--- src/hw/rtl/spm_pkg.sv ---
package spm_pkg;

    // field widths
    localparam int TIME_W  = 32;
    localparam int LIFE_W  = 15;
    localparam int POS_W   = 16;
    localparam int HT_W    = 15;
    localparam int PCT_W   = 7;
    localparam int PCT_MAX = 100;
    localparam int PCT_MID = 50;

    // ease table format, unsigned fixed point
    localparam int TABLE_FRAC_BITS = 16;
    localparam int SIN_FRAC        = 44;
    localparam int TAYLOR_TERMS    = 20;
    localparam int EASE_W          = TABLE_FRAC_BITS + 1;

    // taylor term divisors, 10000 * 2n * (2n + 1) for term n
    localparam logic [TAYLOR_TERMS:1][31:0] TAYLOR_DIV = {
        32'd16400000, 32'd14820000, 32'd13320000, 32'd11900000, 32'd10560000,
        32'd9300000,  32'd8120000,  32'd7020000,  32'd6000000,  32'd5060000,
        32'd4200000,  32'd3420000,  32'd2720000,  32'd2100000,  32'd1560000,
        32'd1100000,  32'd720000,   32'd420000,   32'd200000,   32'd60000
    };

    // datapath widths
    localparam int NUM_W  = LIFE_W + PCT_W;       // 100 * elapsed, elapsed below life
    localparam int QHI_W  = 4;                    // quotient bits resolved in first divide stage
    localparam int QLO_W  = PCT_W - QHI_W;
    localparam int MAG_W  = POS_W + 1;            // |new - old|
    localparam int PROD_W = EASE_W + MAG_W;
    localparam int LIN_W  = PCT_W + POS_W;        // p * |delta| in linear mode

    // divide by 100 as a multiply by reciprocal, exact below 2**LIN_W
    localparam int RECIP_SHIFT = 30;
    localparam int RECIP_W     = 24;
    localparam longint unsigned RECIP_100_L = ((64'd1 << RECIP_SHIFT) + 64'd99) / 64'd100;
    localparam logic [RECIP_W-1:0] RECIP_100 = RECIP_100_L[RECIP_W-1:0];

    typedef enum logic [1:0] {
        FUNC_LINEAR = 2'd0,
        FUNC_EASE   = 2'd1,
        FUNC_ARC    = 2'd2
    } func_t;

    // item fields that ride along the pipe
    typedef struct packed {
        func_t                    func;
        logic signed [POS_W-1:0]  new_pos;
        logic signed [POS_W-1:0]  old_pos;
        logic [HT_W-1:0]          height;
    } side_t;

    // progress stage result handed to the scaling pipe
    typedef struct packed {
        logic              valid;
        logic [PCT_W-1:0]  progress;
        logic              zero_duration;
        side_t             side;
    } pct_beat_t;

    typedef logic [PCT_MAX:0][EASE_W-1:0] ease_tab_t;

    // half-sine ease table, built at elaboration from a fixed-point taylor series
    function automatic ease_tab_t build_ease_tab();
        ease_tab_t          tab;
        int                 k;
        longint unsigned    mag;
        longint unsigned    term;
        longint unsigned    u;
        longint             sum;
        longint             one;
        tab = '0;
        one = longint'(64'd1 << SIN_FRAC);
        for (int p = 0; p <= PCT_MAX; p++) begin
            k    = (p * 314) / 100 - 157;
            mag  = (k < 0) ? longint'(-k) : longint'(k);
            term = (mag << SIN_FRAC) / 64'd100;
            sum  = longint'(term);
            for (int n = 1; n <= TAYLOR_TERMS; n++) begin
                term = (term * mag * mag) / TAYLOR_DIV[n];
                if ((n % 2) == 1)
                    sum = sum - longint'(term);
                else
                    sum = sum + longint'(term);
            end
            if (k < 0)
                sum = -sum;
            if (sum < -one)
                sum = -one;
            if (sum > one)
                sum = one;
            u = longint'(sum + one);
            u = (u + (64'd1 << (SIN_FRAC - TABLE_FRAC_BITS))) >> (SIN_FRAC + 1 - TABLE_FRAC_BITS);
            tab[p] = u[EASE_W-1:0];
        end
        return tab;
    endfunction

    localparam ease_tab_t EASE_TAB = build_ease_tab();

endpackage

--- src/hw/rtl/servo_motion_profile.sv ---
// channel   | handshake          | beat fields
// ----------+--------------------+--------------------------------------------------------
// command   | start, busy        | func, now_ms, start_ms, life_ms, new_pos, old_pos,
//           |                    | max_deflection
// result    | done (strobe)      | position, progress, zero_duration
//
// one command beat per clock while busy is low; each taken command gives one result
// through the 8-stage pipe: subtract, compare, two divide stages, table,
// multiply, reciprocal scale, sign/offset
// busy is high only during and right after reset; no clearing pass, nothing is stored
// results cannot be held off, so the pipe never stalls and done is a one-cycle strobe
module servo_motion_profile
    import spm_pkg::*;
(
    input  logic                    clk,
    input  logic                    rst_n,
    input  logic                    start,
    output logic                    busy,
    input  logic [1:0]              func,
    input  logic [TIME_W-1:0]       now_ms,
    input  logic [TIME_W-1:0]       start_ms,
    input  logic [LIFE_W-1:0]       life_ms,
    input  logic signed [POS_W-1:0] new_pos,
    input  logic signed [POS_W-1:0] old_pos,
    input  logic [HT_W-1:0]         max_deflection,
    output logic                    done,
    output logic signed [POS_W-1:0] position,
    output logic [PCT_W-1:0]        progress,
    output logic                    zero_duration
);

    logic      busy_reg;
    logic      accept;
    side_t     side;
    pct_beat_t pct_beat;

    // busy drops on the first edge after reset, so a command is never taken while in reset
    always_ff @(posedge clk or negedge rst_n)
    begin
        if (!rst_n)
        begin
            busy_reg <= 1'b1;
        end
        else
        begin
            busy_reg <= 1'b0;
        end
    end

    assign busy   = busy_reg;
    assign accept = start & ~busy_reg;

    // fields that are only needed after progress is known
    always_comb
    begin
        side.func    = func_t'(func);
        side.new_pos = new_pos;
        side.old_pos = old_pos;
        side.height  = max_deflection;
    end

    // stages 1-4: elapsed time, clamp test, restoring divide for percent complete
    spm_progress u_progress (
        .clk      (clk),
        .rst_n    (rst_n),
        .in_valid (accept),
        .now_ms   (now_ms),
        .start_ms (start_ms),
        .life_ms  (life_ms),
        .in_side  (side),
        .out_beat (pct_beat)
    );

    // stages 5-8: ease table, multiply, scale back, apply sign and start position
    spm_scale u_scale (
        .clk          (clk),
        .rst_n        (rst_n),
        .in_beat      (pct_beat),
        .out_valid    (done),
        .out_position (position),
        .out_progress (progress),
        .out_zero     (zero_duration)
    );

endmodule

--- src/hw/rtl/spm_progress.sv ---
module spm_progress
    import spm_pkg::*;
(
    input  logic              clk,
    input  logic              rst_n,
    input  logic              in_valid,
    input  logic [TIME_W-1:0] now_ms,
    input  logic [TIME_W-1:0] start_ms,
    input  logic [LIFE_W-1:0] life_ms,
    input  side_t             in_side,
    output pct_beat_t         out_beat
);

    // stage 1: elapsed time
    logic              v1_reg;
    logic [TIME_W-1:0] elapsed_reg;
    logic [LIFE_W-1:0] life1_reg;
    logic              zero1_reg;
    side_t             side1_reg;

    // stage 2: saturation and scaled numerator
    logic              v2_reg;
    logic              sat2_reg;
    logic [NUM_W-1:0]  num2_reg;
    logic [LIFE_W-1:0] life2_reg;
    logic              zero2_reg;
    side_t             side2_reg;
    logic              sat2_next;
    logic [NUM_W-1:0]  num2_next;

    // stage 3: upper quotient bits
    logic              v3_reg;
    logic              sat3_reg;
    logic [NUM_W-1:0]  rem3_reg;
    logic [QHI_W-1:0]  qhi3_reg;
    logic [LIFE_W-1:0] life3_reg;
    logic              zero3_reg;
    side_t             side3_reg;
    logic [NUM_W-1:0]  rem3_next;
    logic [QHI_W-1:0]  qhi3_next;
    logic [NUM_W-1:0]  div2;

    // stage 4: lower quotient bits and clamp
    logic              v4_reg;
    logic [PCT_W-1:0]  pct4_reg;
    logic              zero4_reg;
    side_t             side4_reg;
    logic [PCT_W-1:0]  pct4_next;
    logic [NUM_W-1:0]  rem4;
    logic [QLO_W-1:0]  qlo4;
    logic [NUM_W-1:0]  div3;

    always_comb
    begin
        sat2_next = (elapsed_reg >= {{(TIME_W-LIFE_W){1'b0}}, life1_reg});
        num2_next = NUM_W'({{(NUM_W-LIFE_W){1'b0}}, elapsed_reg[LIFE_W-1:0]} * NUM_W'(PCT_MAX));
    end

    assign div2 = {{(NUM_W-LIFE_W){1'b0}}, life2_reg};
    assign div3 = {{(NUM_W-LIFE_W){1'b0}}, life3_reg};

    // restoring divide, quotient bits 6..3
    always_comb
    begin
        rem3_next = num2_reg;
        qhi3_next = '0;
        for (int i = QHI_W - 1; i >= 0; i--)
        begin
            if (rem3_next >= (div2 << (i + QLO_W)))
            begin
                rem3_next    = rem3_next - (div2 << (i + QLO_W));
                qhi3_next[i] = 1'b1;
            end
        end
    end

    // quotient bits 2..0, then clamp once elapsed reaches the duration
    always_comb
    begin
        rem4 = rem3_reg;
        qlo4 = '0;
        for (int i = QLO_W - 1; i >= 0; i--)
        begin
            if (rem4 >= (div3 << i))
            begin
                rem4    = rem4 - (div3 << i);
                qlo4[i] = 1'b1;
            end
        end
        pct4_next = sat3_reg ? PCT_W'(PCT_MAX) : {qhi3_reg, qlo4};
    end

    always_ff @(posedge clk or negedge rst_n)
    begin
        if (!rst_n)
        begin
            v1_reg <= 1'b0;
            v2_reg <= 1'b0;
            v3_reg <= 1'b0;
            v4_reg <= 1'b0;
        end
        else
        begin
            v1_reg <= in_valid;
            v2_reg <= v1_reg;
            v3_reg <= v2_reg;
            v4_reg <= v3_reg;
        end
    end

    always_ff @(posedge clk)
    begin
        elapsed_reg <= now_ms - start_ms;
        life1_reg   <= life_ms;
        zero1_reg   <= (life_ms == '0);
        side1_reg   <= in_side;

        sat2_reg  <= sat2_next;
        num2_reg  <= num2_next;
        life2_reg <= life1_reg;
        zero2_reg <= zero1_reg;
        side2_reg <= side1_reg;

        sat3_reg  <= sat2_reg;
        rem3_reg  <= rem3_next;
        qhi3_reg  <= qhi3_next;
        life3_reg <= life2_reg;
        zero3_reg <= zero2_reg;
        side3_reg <= side2_reg;

        pct4_reg  <= pct4_next;
        zero4_reg <= zero3_reg;
        side4_reg <= side3_reg;
    end

    assign out_beat.valid         = v4_reg;
    assign out_beat.progress      = pct4_reg;
    assign out_beat.zero_duration = zero4_reg;
    assign out_beat.side          = side4_reg;

endmodule

--- src/hw/rtl/spm_scale.sv ---
module spm_scale
    import spm_pkg::*;
(
    input  logic                    clk,
    input  logic                    rst_n,
    input  pct_beat_t               in_beat,
    output logic                    out_valid,
    output logic signed [POS_W-1:0] out_position,
    output logic [PCT_W-1:0]        out_progress,
    output logic                    out_zero
);

    // stage 5: table lookup and operand select
    logic                    v5_reg;
    logic [EASE_W-1:0]       opa5_reg;
    logic [MAG_W-1:0]        opb5_reg;
    logic                    neg5_reg;
    logic                    lin5_reg;
    logic signed [POS_W-1:0] base5_reg;
    logic [PCT_W-1:0]        pct5_reg;
    logic                    zero5_reg;
    logic [EASE_W-1:0]       opa5_next;
    logic [MAG_W-1:0]        opb5_next;
    logic                    neg5_next;
    logic                    lin5_next;
    logic signed [POS_W-1:0] base5_next;
    logic [PCT_W-1:0]        dist_mid;
    logic [PCT_W-1:0]        fold;
    logic [PCT_W-1:0]        tab_idx;
    logic [EASE_W-1:0]       ease;
    logic signed [MAG_W-1:0] delta;
    logic [MAG_W-1:0]        delta_mag;

    // stage 6: product
    logic                    v6_reg;
    logic [PROD_W-1:0]       prod6_reg;
    logic                    neg6_reg;
    logic                    lin6_reg;
    logic signed [POS_W-1:0] base6_reg;
    logic [PCT_W-1:0]        pct6_reg;
    logic                    zero6_reg;

    // stage 7: scale down
    logic                    v7_reg;
    logic [MAG_W-1:0]        mag7_reg;
    logic                    neg7_reg;
    logic signed [POS_W-1:0] base7_reg;
    logic [PCT_W-1:0]        pct7_reg;
    logic                    zero7_reg;
    logic [MAG_W-1:0]        mag7_next;
    logic [LIN_W+RECIP_W-1:0] lin_prod;

    // stage 8: sign and offset
    logic                    v8_reg;
    logic signed [POS_W-1:0] pos8_reg;
    logic [PCT_W-1:0]        pct8_reg;
    logic                    zero8_reg;
    logic signed [POS_W-1:0] pos8_next;
    logic signed [MAG_W:0]   sval;
    logic signed [MAG_W:0]   psum;

    always_comb
    begin
        dist_mid  = (in_beat.progress >= PCT_W'(PCT_MID)) ?
                    in_beat.progress - PCT_W'(PCT_MID) : PCT_W'(PCT_MID) - in_beat.progress;
        fold      = (PCT_W'(PCT_MID) - dist_mid) << 1;
        tab_idx   = (in_beat.side.func == FUNC_ARC) ? fold : in_beat.progress;
        ease      = EASE_TAB[tab_idx];
        delta     = {in_beat.side.new_pos[POS_W-1], in_beat.side.new_pos}
                  - {in_beat.side.old_pos[POS_W-1], in_beat.side.old_pos};
        delta_mag = delta[MAG_W-1] ? MAG_W'(-delta) : MAG_W'(delta);

        opa5_next  = '0;
        opb5_next  = '0;
        neg5_next  = 1'b0;
        lin5_next  = 1'b0;
        base5_next = '0;
        case (in_beat.side.func)
            FUNC_LINEAR:
            begin
                opa5_next  = {{(EASE_W-PCT_W){1'b0}}, in_beat.progress};
                opb5_next  = delta_mag;
                neg5_next  = delta[MAG_W-1];
                lin5_next  = 1'b1;
                base5_next = in_beat.side.old_pos;
            end
            FUNC_EASE:
            begin
                opa5_next  = ease;
                opb5_next  = delta_mag;
                neg5_next  = delta[MAG_W-1];
                base5_next = in_beat.side.old_pos;
            end
            FUNC_ARC:
            begin
                opa5_next = ease;
                opb5_next = {{(MAG_W-HT_W){1'b0}}, in_beat.side.height};
            end
            default:
            begin
                opa5_next = '0;
            end
        endcase
    end

    // linear mode divides by 100 through the reciprocal, the others drop the table fraction
    always_comb
    begin
        lin_prod  = {{RECIP_W{1'b0}}, prod6_reg[LIN_W-1:0]} * {{LIN_W{1'b0}}, RECIP_100};
        mag7_next = lin6_reg ? lin_prod[RECIP_SHIFT +: MAG_W]
                             : prod6_reg[TABLE_FRAC_BITS +: MAG_W];
    end

    always_comb
    begin
        sval      = neg7_reg ? -$signed({1'b0, mag7_reg}) : $signed({1'b0, mag7_reg});
        psum      = {{(MAG_W+1-POS_W){base7_reg[POS_W-1]}}, base7_reg} + sval;
        pos8_next = psum[POS_W-1:0];
    end

    always_ff @(posedge clk or negedge rst_n)
    begin
        if (!rst_n)
        begin
            v5_reg <= 1'b0;
            v6_reg <= 1'b0;
            v7_reg <= 1'b0;
            v8_reg <= 1'b0;
        end
        else
        begin
            v5_reg <= in_beat.valid;
            v6_reg <= v5_reg;
            v7_reg <= v6_reg;
            v8_reg <= v7_reg;
        end
    end

    always_ff @(posedge clk)
    begin
        opa5_reg  <= opa5_next;
        opb5_reg  <= opb5_next;
        neg5_reg  <= neg5_next;
        lin5_reg  <= lin5_next;
        base5_reg <= base5_next;
        pct5_reg  <= in_beat.progress;
        zero5_reg <= in_beat.zero_duration;

        prod6_reg <= {{MAG_W{1'b0}}, opa5_reg} * {{EASE_W{1'b0}}, opb5_reg};
        neg6_reg  <= neg5_reg;
        lin6_reg  <= lin5_reg;
        base6_reg <= base5_reg;
        pct6_reg  <= pct5_reg;
        zero6_reg <= zero5_reg;

        mag7_reg  <= mag7_next;
        neg7_reg  <= neg6_reg;
        base7_reg <= base6_reg;
        pct7_reg  <= pct6_reg;
        zero7_reg <= zero6_reg;

        pos8_reg  <= pos8_next;
        pct8_reg  <= pct7_reg;
        zero8_reg <= zero7_reg;
    end

    assign out_valid    = v8_reg;
    assign out_position = pos8_reg;
    assign out_progress = pct8_reg;
    assign out_zero     = zero8_reg;

endmodule

--- config.mk ---
export PLATFORM = sky130hd
export DESIGN_NAME = servo_motion_profile
export DESIGN_NICKNAME = d
export VERILOG_FILES = /design/src/hw/rtl/spm_pkg.sv /design/src/hw/rtl/servo_motion_profile.sv /design/src/hw/rtl/spm_progress.sv /design/src/hw/rtl/spm_scale.sv
export SDC_FILE = /design/constraint.sdc
export NUM_CORES = 2
export LEC_CHECK = 0
export BUFFER_PORTS_ARGS = -buffer_cell sky130_fd_sc_hd__buf_2
export CAP_MARGIN = 20
export CORE_MARGIN = 2
export CORE_UTILIZATION = 58
export CTS_CLUSTER_SIZE = 40
export DETAILED_ROUTE_END_ITERATION = 16
export HOLD_SLACK_MARGIN = 0.15
export PLACE_DENSITY = 0.89
export SYNTH_ARGS = -nofsm -noshare
export SYNTH_HDL_FRONTEND = slang
export SYNTH_SLANG_ARGS = --single-unit
--- constraint.sdc ---
create_clock -name clk -period 12.2 [get_ports clk]
set_clock_uncertainty 0.15 [all_clocks]
set_input_delay 0.61 -clock clk [delete_from_list [all_inputs] [get_ports clk]]
set_output_delay 0.61 -clock clk [all_outputs]
set_load 0.03 [all_outputs]
==> impl_metrics.py <==
metrics = {
    "cells_and_area": {
        "fin_util_pct": 64.8,
        "nets": 5944,
        "area_growth_pct": 10.4,
        "fillers": 5173,
        "drive_above_1_share_pct": 8.25,
    },
    "routing": {
        "drt_iter0_drc": 3130,
        "vias": 34500,
        "drcViolationCount": 0,
        "drtPass1Iterations": 8,
        "vias_per_cell": 5.95,
        "drt-total-wl_mm": 115,
        "wl_per_cell_um": 19.8,
        "antenna_left": 0,
    },
    "setup_path": {
        "cp.buffers_inverters": 5,
        "critical-path-top-delay-family": "compound AO/OA/AOI/OAI gates",
        "worstPathRequired_ns": 12.56,
        "cp.depth": 47,
        "crit_arrival_ns": 11.79,
        "reg2reg_to": "u_progress.rem3_reg[9]$_DFF_P_",
        "cp-start-kind": "register",
        "max_stage_delay_ns": 0.56,
        "crit_top_cell": "o21ai_0",
        "critPathMaxFanout": 16,
        "r2r_slack_ns": 0.77,
        "startpoint": "u_progress.life2_reg[0]$_DFF_P_",
        "ff2ff_path_depth": 47,
        "crit_end": "u_progress.rem3_reg[9]$_DFF_P_",
        "cp-end-kind": "register",
        "critPathKind": "register to register",
        "crit-reg2reg-launch": "u_progress.life2_reg[0]$_DFF_P_",
        "slowest_stage": "or4_4",
    },
    "logic_synthesis": {
        "ys_ff_latch": 522,
        "synth_edf_count": 0,
        "yosys.area.top_type": "dfxtp_1",
        "ys_seq_area_share_pct": 24.4,
        "async_flop_share_pct": 1.72,
        "ys.flop_type": "dfxtp_1",
        "netlist_area_um2": 43000,
        "yosysWarnings": 0,
        "synth_top_area_share_pct": 23.9,
        "synth.avg_cell_area_um2": 9.39,
        "yosysMostFrequentCell": "inv_1",
        "ys_types": 97,
        "syn_inst": 4580,
        "syn_nets": 5740,
        "synthTopCellsByArea": "dfxtp_1, fa_1, ha_1",
        "ys_top_cells_by_count": "inv_1, ha_1, dfxtp_1, fa_1, nand2_1",
    },
    "worst_hold_path": {
        "hold_class": "register to register",
    },
    "floorplan": {
        "fp.dieH_um": 276,
        "rows": 99,
        "start_util_pct": 58.8,
        "design.core.area_um2": 73200,
        "die-area_um2": 76400,
        "pin_count": 157,
        "die_w_um": 276,
    },
    "sta": {
        "fin_setup_tns_ns": 0,
        "finalSetupViolations": 0,
        "rsz0062_at_grt": "no",
        "report.final.slew_viol_count": 0,
        "slew_headroom_pct": 33.0,
        "hold_viol": 0,
        "hold_slack_ns": 0.173,
        "worst-slew-pin-transition_ns": 1.00,
        "fmax_mhz": 87.5,
        "finalCritPeriodShare_pct": 93.7,
        "fin_crit_ns": 11.43,
    },
    "global_route": {
        "met2_usage_pct": 51.2,
        "use_met1_pct": 35.5,
        "gr-total-overflow": 0,
        "grt.busiest_layer": "met2",
        "grt_max_degree": 65,
        "grt_use_met3_pct": 5.21,
        "grtUsageTotal_pct": 29.6,
        "antenna_found_initial": 3,
        "grt_pass1_vias": 36000,
        "grt_first_pass_wirelength_mm": 183,
    },
    "cts": {
        "cts.htree.levels": 2,
        "cts_root_buf": "clkbuf_16",
        "clk_pin_slew_worst_paths_ns": 0.07,
        "cts_buffer_depth": 3,
        "numClockSinks": 522,
        "cts_tree": "done",
        "clock_latency_ns": 0.65,
        "cts_buffers": 54,
    },
    "run": {
        "drv_cap": 0,
    },
    "outcome": {
        "status": "completed",
    },
    "place": {
        "portBuffers": 156,
        "routabilityCongestion": 0.969,
        "dp_hpwl_mm": 82.2,
    },
}
area by class of cell:
type / instances / area (um^2) / area share [%]
clock inverters: 30 / 379 / 0.799
repair buffers: 262 / 1760 / 3.71
flip-flops and latches: 522 / 10500 / 22.1
well taps: 959 / 1200 / 2.53
diodes: 1 / 2.50 / 0.00527
clock buffers: 68 / 1500 / 3.17
multi-input cells: 3186 / 29300 / 61.7
inverters: 758 / 2850 / 5.99
stage by stage:
stage	std cells	setup slack (ns)	instance area, um^2
after CTS	5784	0.818	47400
after global placement	5617	1.04	44900
after detailed placement	5617	0.894	44900
after floorplan	4580	0.867	43000
after global routing	5786	0.0315	47500
final	5786	0.772	47500
cell usage in the layout, fill, tap and decap left out, types with 43 or more instances in the layout:
master	instances
xor2_1	55
nor2b_1	43
and2_1	132
inv_1	753
clkbuf_16	54
nand2_1	367
ha_1	592
nand3_1	56
xnor2_1	161
o21ai_0	183
nor2_1	219
dlygate4sd3_1	69
a21o_1	80
dfxtp_1	513
fa_1	437
a21oi_1	216
nor3_1	55
buf_2	156
layer usage:
layer	part of all wire, %	vias up
li1	-	15600
met1	38	16600
met2	48	1842
met3	8.2	499
met4	5.5	0
met5	0	-
worst min-delay path by stage:
stage	startpoint	to	slack, ns	depth (start not counted)
global route	u_progress.side3_reg[16]$_DFF_P_	u_progress.out_beat[16]$_DFF_P_	0.18	0
floorplan	rst_n	u_progress.v1_reg$_DFF_PN0_	0.16	0
CTS	u_progress.side3_reg[24]$_DFF_P_	u_progress.out_beat[24]$_DFF_P_	0.16	0
finish	u_progress.side3_reg[35]$_DFF_P_	u_progress.out_beat[35]$_DFF_P_	0.17	0
global placement	u_scale.pct7_reg[3]$_DFF_P_	u_scale.out_progress[3]$_DFF_P_	0.16	0
detailed placement	u_progress.side3_reg[10]$_DFF_P_	u_progress.out_beat[10]$_DFF_P_	0.16	0
worst reg2reg max path, delay by kind of cell, from the launching register on:
| kind | cells | cell delay (ns) |
|---|---|---|
| adder cells (fa/ha/maj) | 5 | 1.62 |
| flip-flops | 1 | 0.45 |
| AND/OR/NAND/NOR | 13 | 2.81 |
| AO/OA/AOI/OAI | 22 | 5.02 |
| multiplexers | 2 | 0.65 |
| buffers and inverters | 5 | 0.60 |
logic make-up (layout without fill, tap and decap cells):
logic type	Yosys count	in the layout	share of synthesized area (%)
AND/OR/NAND/NOR	1066	1066	12.0
adder cells (fa/ha/maj)	1029	1029	37.6
buffers and inverters	872	1118	7.64
AO/OA/AOI/OAI	814	814	12.4
flip-flops	522	522	24.4
XOR/XNOR	216	216	4.40
multiplexers	60	60	1.59
other	1	2	0.00872
repair_timing:
action / 4_1_cts / 5_1_grt
gates resized for setup: 0 / 3
hold buffers: 69 / 0
endpoints found under the setup margin: 0 / 14
setup buffers: 0 / 1
endpoints found under the hold margin: 77 / 0
Power is not shown: default switching activity piles up to over one toggle a cycle in this logic, so the estimate is an artifact.
